### src/rtl/obb_pkg.sv
// Shared constants for the oriented-box separating-axis overlap test.
`timescale 1ns / 1ps
package obb_pkg;

    localparam int COMP_BITS_DEF = 16;
    localparam int FRAC_BITS_DEF = 8;
    localparam int FIELD_BITS    = 48;
    localparam int NUM_BOX_AXES  = 6;
    localparam int NUM_AXES      = 15;
    localparam int NUM_DIMS      = 3;
    localparam int QUEUE_DEPTH   = 2;

endpackage

### src/rtl/obb_queue.sv
// Short queue that decouples the front stage from the evaluation pipeline.
`timescale 1ns / 1ps
module obb_queue #(
    parameter int WIDTH = 8,
    parameter int DEPTH = 2
) (
    input  logic             clk,
    input  logic             rst_n,
    input  logic             in_valid,
    output logic             in_stall,
    input  logic [WIDTH-1:0] in_item,
    output logic             out_valid,
    input  logic             out_stall,
    output logic [WIDTH-1:0] out_item
);
    import obb_pkg::*;

    localparam int PTR_W = (DEPTH > 1) ? $clog2(DEPTH) : 1;
    localparam int CNT_W = $clog2(DEPTH + 1);

    logic [WIDTH-1:0] mem [DEPTH];
    logic [PTR_W-1:0] wr_ptr_reg;
    logic [PTR_W-1:0] wr_ptr_next;
    logic [PTR_W-1:0] rd_ptr_reg;
    logic [PTR_W-1:0] rd_ptr_next;
    logic [CNT_W-1:0] count_reg;
    logic [CNT_W-1:0] count_next;
    logic             push;
    logic             pop;

    assign in_stall  = (count_reg == CNT_W'(DEPTH));
    assign out_valid = (count_reg != '0);
    assign push      = in_valid && !in_stall;
    assign pop       = out_valid && !out_stall;
    assign out_item  = mem[rd_ptr_reg];

    always_comb
    begin
        wr_ptr_next = wr_ptr_reg;
        rd_ptr_next = rd_ptr_reg;
        if (push)
        begin
            wr_ptr_next = (wr_ptr_reg == PTR_W'(DEPTH - 1)) ? '0 : wr_ptr_reg + 1'b1;
        end
        if (pop)
        begin
            rd_ptr_next = (rd_ptr_reg == PTR_W'(DEPTH - 1)) ? '0 : rd_ptr_reg + 1'b1;
        end
        count_next = count_reg + CNT_W'(push) - CNT_W'(pop);
    end

    always_ff @(posedge clk or negedge rst_n)
    begin
        if (!rst_n)
        begin
            wr_ptr_reg <= '0;
            rd_ptr_reg <= '0;
            count_reg  <= '0;
        end
        else
        begin
            wr_ptr_reg <= wr_ptr_next;
            rd_ptr_reg <= rd_ptr_next;
            count_reg  <= count_next;
        end
    end

    always_ff @(posedge clk)
    begin
        if (push)
        begin
            mem[wr_ptr_reg] <= in_item;
        end
    end

endmodule

### config.mk
export PLATFORM = sky130hd
export DESIGN_NAME = obb_queue
export DESIGN_NICKNAME = d
export VERILOG_FILES = /design/src/rtl/obb_pkg.sv /design/src/rtl/obb_queue.sv
export SDC_FILE = /design/constraint.sdc
export NUM_CORES = 1
export LEC_CHECK = 0
export ABC_AREA = 1
export BUFFER_PORTS_ARGS = -buffer_cell sky130_fd_sc_hd__buf_4
export CELL_PAD_IN_SITES_DETAIL_PLACEMENT = 1
export CELL_PAD_IN_SITES_GLOBAL_PLACEMENT = 1
export CORE_MARGIN = 2
export CORE_UTILIZATION = 34
export CTS_CLUSTER_SIZE = 12
export DETAILED_ROUTE_END_ITERATION = 6
export HOLD_SLACK_MARGIN = 0.03
export PLACE_DENSITY_LB_ADDON = 0.12
export SYNTH_ARGS = -nofsm -noshare
export SYNTH_HDL_FRONTEND = slang
export SYNTH_SLANG_ARGS = --single-unit
### constraint.sdc
create_clock -name clk -period 1.3 [get_ports clk]
set_clock_uncertainty 0.15 [all_clocks]
set_input_delay 0.065 -clock clk [delete_from_list [all_inputs] [get_ports clk]]
set_output_delay 0.065 -clock clk [all_outputs]
set_load 0.1 [all_outputs]
==> results by group <==
Synth
  – Synth Instances: 75
  – Post-Synth Adder-Cell Area: approximately 3.0%
  – Post-synthesis register bit count: 20
  – Synth top area cells: edfxtp_1 (58%), nand2_1 (15%), dfrtp_1 (12%)
  – Post-synthesis area per instance: between 10 and 15 sq um
  – Yosys top cell by area: edfxtp_1
  – Mapped Area: about 830 sq um
  – Yosys warning count: 0
  – Main combinational cell family by area after synthesis: simple AND/OR/NAND/NOR gates
  – Post-synth top flop: edfxtp_1
  – Async SR Flop Fraction: between 20% and 30%
  – Area share of the largest cell type after synthesis: 57.7%
  – Most frequent cells after synthesis: nand2_1 (33), edfxtp_1 (16), inv_1 (8)
  – Area fraction in compound gates after synthesis: 0%
  – EDFF count, synth: 16
  – Sequential-to-total area share from yosys stat: 69.7%
  – Mux share of post-synthesis cell area: 0%
  – Netlist cell types: 12
  – XOR/XNOR Fraction of Synth Area: 0%
  – Most numerous cell in the Yosys netlist: nand2_1
  – Simple-Gate Fraction of Synth Area: between 20% and 30%
  – Post-Syn Nets: 89

Global routing
  – GRT overflow: 0
  – Vias in the first global route: 824
  – Initial antenna violation count: 0
  – Gr usage total: 21.3%
  – First-pass GRT wire length: roughly 4000 microns
  – Pin count of the biggest net entering global routing: 12

Detailed routing
  – Pre-antenna DRT Iters: 4
  – Initial DRC Count: 7
  – DRC: 0
  – Final antenna-violating net count: 0
  – Via density: around 4.7
  – Vias: around 730
  – Post-DR wirelength/cell: about 17 microns
  – DRT Wirelength: 2650 microns

Critical path
  – Crit Path Max Fanout: 6
  – Critical Path Sink Type: primary output
  – WS Path Type: reg2out
  – Worst reg-to-reg path cell count: 9
  – CP Launch Type: register
  – Worst Path Required: approximately 1.1 ns
  – Data arrival time of the worst path: about 1.4 ns

Final layout
  – Fraction of layout cells with a size suffix above 1: slightly above 60%
  – Layout net count: around 140
  – Fin util: a little over two thirds
  – # diodes: 0
  – Largest register FFs: 16
  – Filler Cells Inserted: between 200 and 250
  – P&R area growth vs syn: 91.1%

Timing
  – Max frequency: between 600 and 700 MHz
  – Tcrit/Tclk final: 121%
  – Final Hold Violating Endpoints: 0
  – RSZ-0062 raised after global routing: yes
  – Setup violators final: 21
  – Worst Slack Setup Final: -0.279 ns
  – Worst slew pin tran: approximately 0.23 ns
  – Min Tclk post-route: ~1.6 ns
  – Final slew viol count: 0
  – Max_slew headroom: 84.5%

Worst hold path
  – Hold Path Depth: 7
  – Hold Crit Class: in2reg

Outcome
  – Failing checks: negative setup slack
  – Status: complete, but fails checks

Clock tree
  – Clock tree buffer depth: 2
  – Clk_lat worst skew: 0.31 ns
  – CTS tree: done
  – H-tree depth: 1
  – Num CTS Buffers: 3
  – Clock transition at path regs: roughly 0.11 ns
  – Clock sink count: 20
  – Root Driver: clkbuf_4

Floorplan
  – Die span in x: about 54 microns
  – CORE AREA: between 2000 and 2500 sq um
  – Die ar.: 2860 sq um
  – DIE HEIGHT: ~54 microns
  – Row count: 17
  – Num ports: 22
  – Initial Utilization: a little under two fifths

Job
  – Maxcap violations: 0

Placed design
  – Hpwl dp: 1320 microns
  – Place WS: -0.279 ns
  – IO Port Bufs: 21
  – Final GP Congestion: approximately 0.7
==> logic make-up after synthesis <==
kind of cell	count (synthesis)
simple gates	41
flops	20
buf+inv	12
fa+ha+maj	2
==> layout by cell type (no fill, tap or decap), drive strengths merged <==
cell type	count
buf	38
nand2	37
edfxtp	16
dlygate4sd3	12
inv	9
dfrtp	4
clkbuf	3
nand3	3
clkinv	3
ha	2
clkinvlp	1
nor2	1
==> layout make-up <==
| cell class | instances | area [sq um] | share of cell area, % |
|---|---|---|---|
| flip-flops and latches | 20 | 583 | 36.6 |
| repair buffers | 50 | 562 | 35.3 |
| multi-input cells | 43 | 324 | 20.3 |
| inverters | 11 | 57.6 | 3.61 |
| well taps | 28 | 35.0 | 2.20 |
| clock buffers | 3 | 22.5 | 1.41 |
| repair inverters | 1 | 5.00 | 0.314 |
| clock inverters | 1 | 3.75 | 0.236 |
==> critical path, cell delays in order (launching register included) <==
cell,delay (ns)
dfrtp_2,0.52
clkinv_2,0.15
nand2_1,0.13
nand2_2,0.09
buf_12,0.17
==> final timing paths <==
check | startpoint | to | slack (ns)
max in group asynchronous | rst_n | rd_ptr_reg$_DFFE_PN0P_ | 0.28
min in group asynchronous | rst_n | count_reg[0]$_DFF_PN0_ | 0.52
min reg2reg | wr_ptr_reg$_DFFE_PN0P_ | wr_ptr_reg$_DFFE_PN0P_ | 0.37
max | rd_ptr_reg$_DFFE_PN0P_ | out_item[1] | -0.28
min | out_stall | rd_ptr_reg$_DFFE_PN0P_ | 0.18
max reg2reg | count_reg[1]$_DFF_PN0_ | count_reg[1]$_DFF_PN0_ | -0.22
==> metal layers <==
layer / up-vias / GRT usage [%] / share of wire [%]
met5: - / 0 / 0
met4: 0 / 8.12 / 1.6
met3: 7 / 5.65 / 3.9
met2: 20 / 42.6 / 59
met1: 359 / 20.0 / 35
li1: 345 / - / -
==> stage by stage <==
step                      std cells  cell area, sq um  hold WS (ns)  setup TNS [ns]
after global routing            157              1590         0.204           -4.93
after detailed placement        132              1120        -0.282           -2.56
after floorplan                  75               868        -0.381          -0.767
final                           157              1590         0.184           -3.57
after global placement          132              1120        -0.281           -2.00
after CTS                       154              1500        0.0636           -3.06
==> repair_timing <==
item | in CTS | in global routing
buffers inserted | 6 | 2
gates cloned | 0 | 1
endpoints found under the setup margin | 29 | 28
resized for setup | 45 | 22
endpoints found under the hold margin | 22 | 0
hold buffers | 12 | 0
pin swaps | 8 | 10
Power is left out: the tool's default activity adds up to more than one toggle a clock period on the data nets, which glitch-free logic cannot reach.
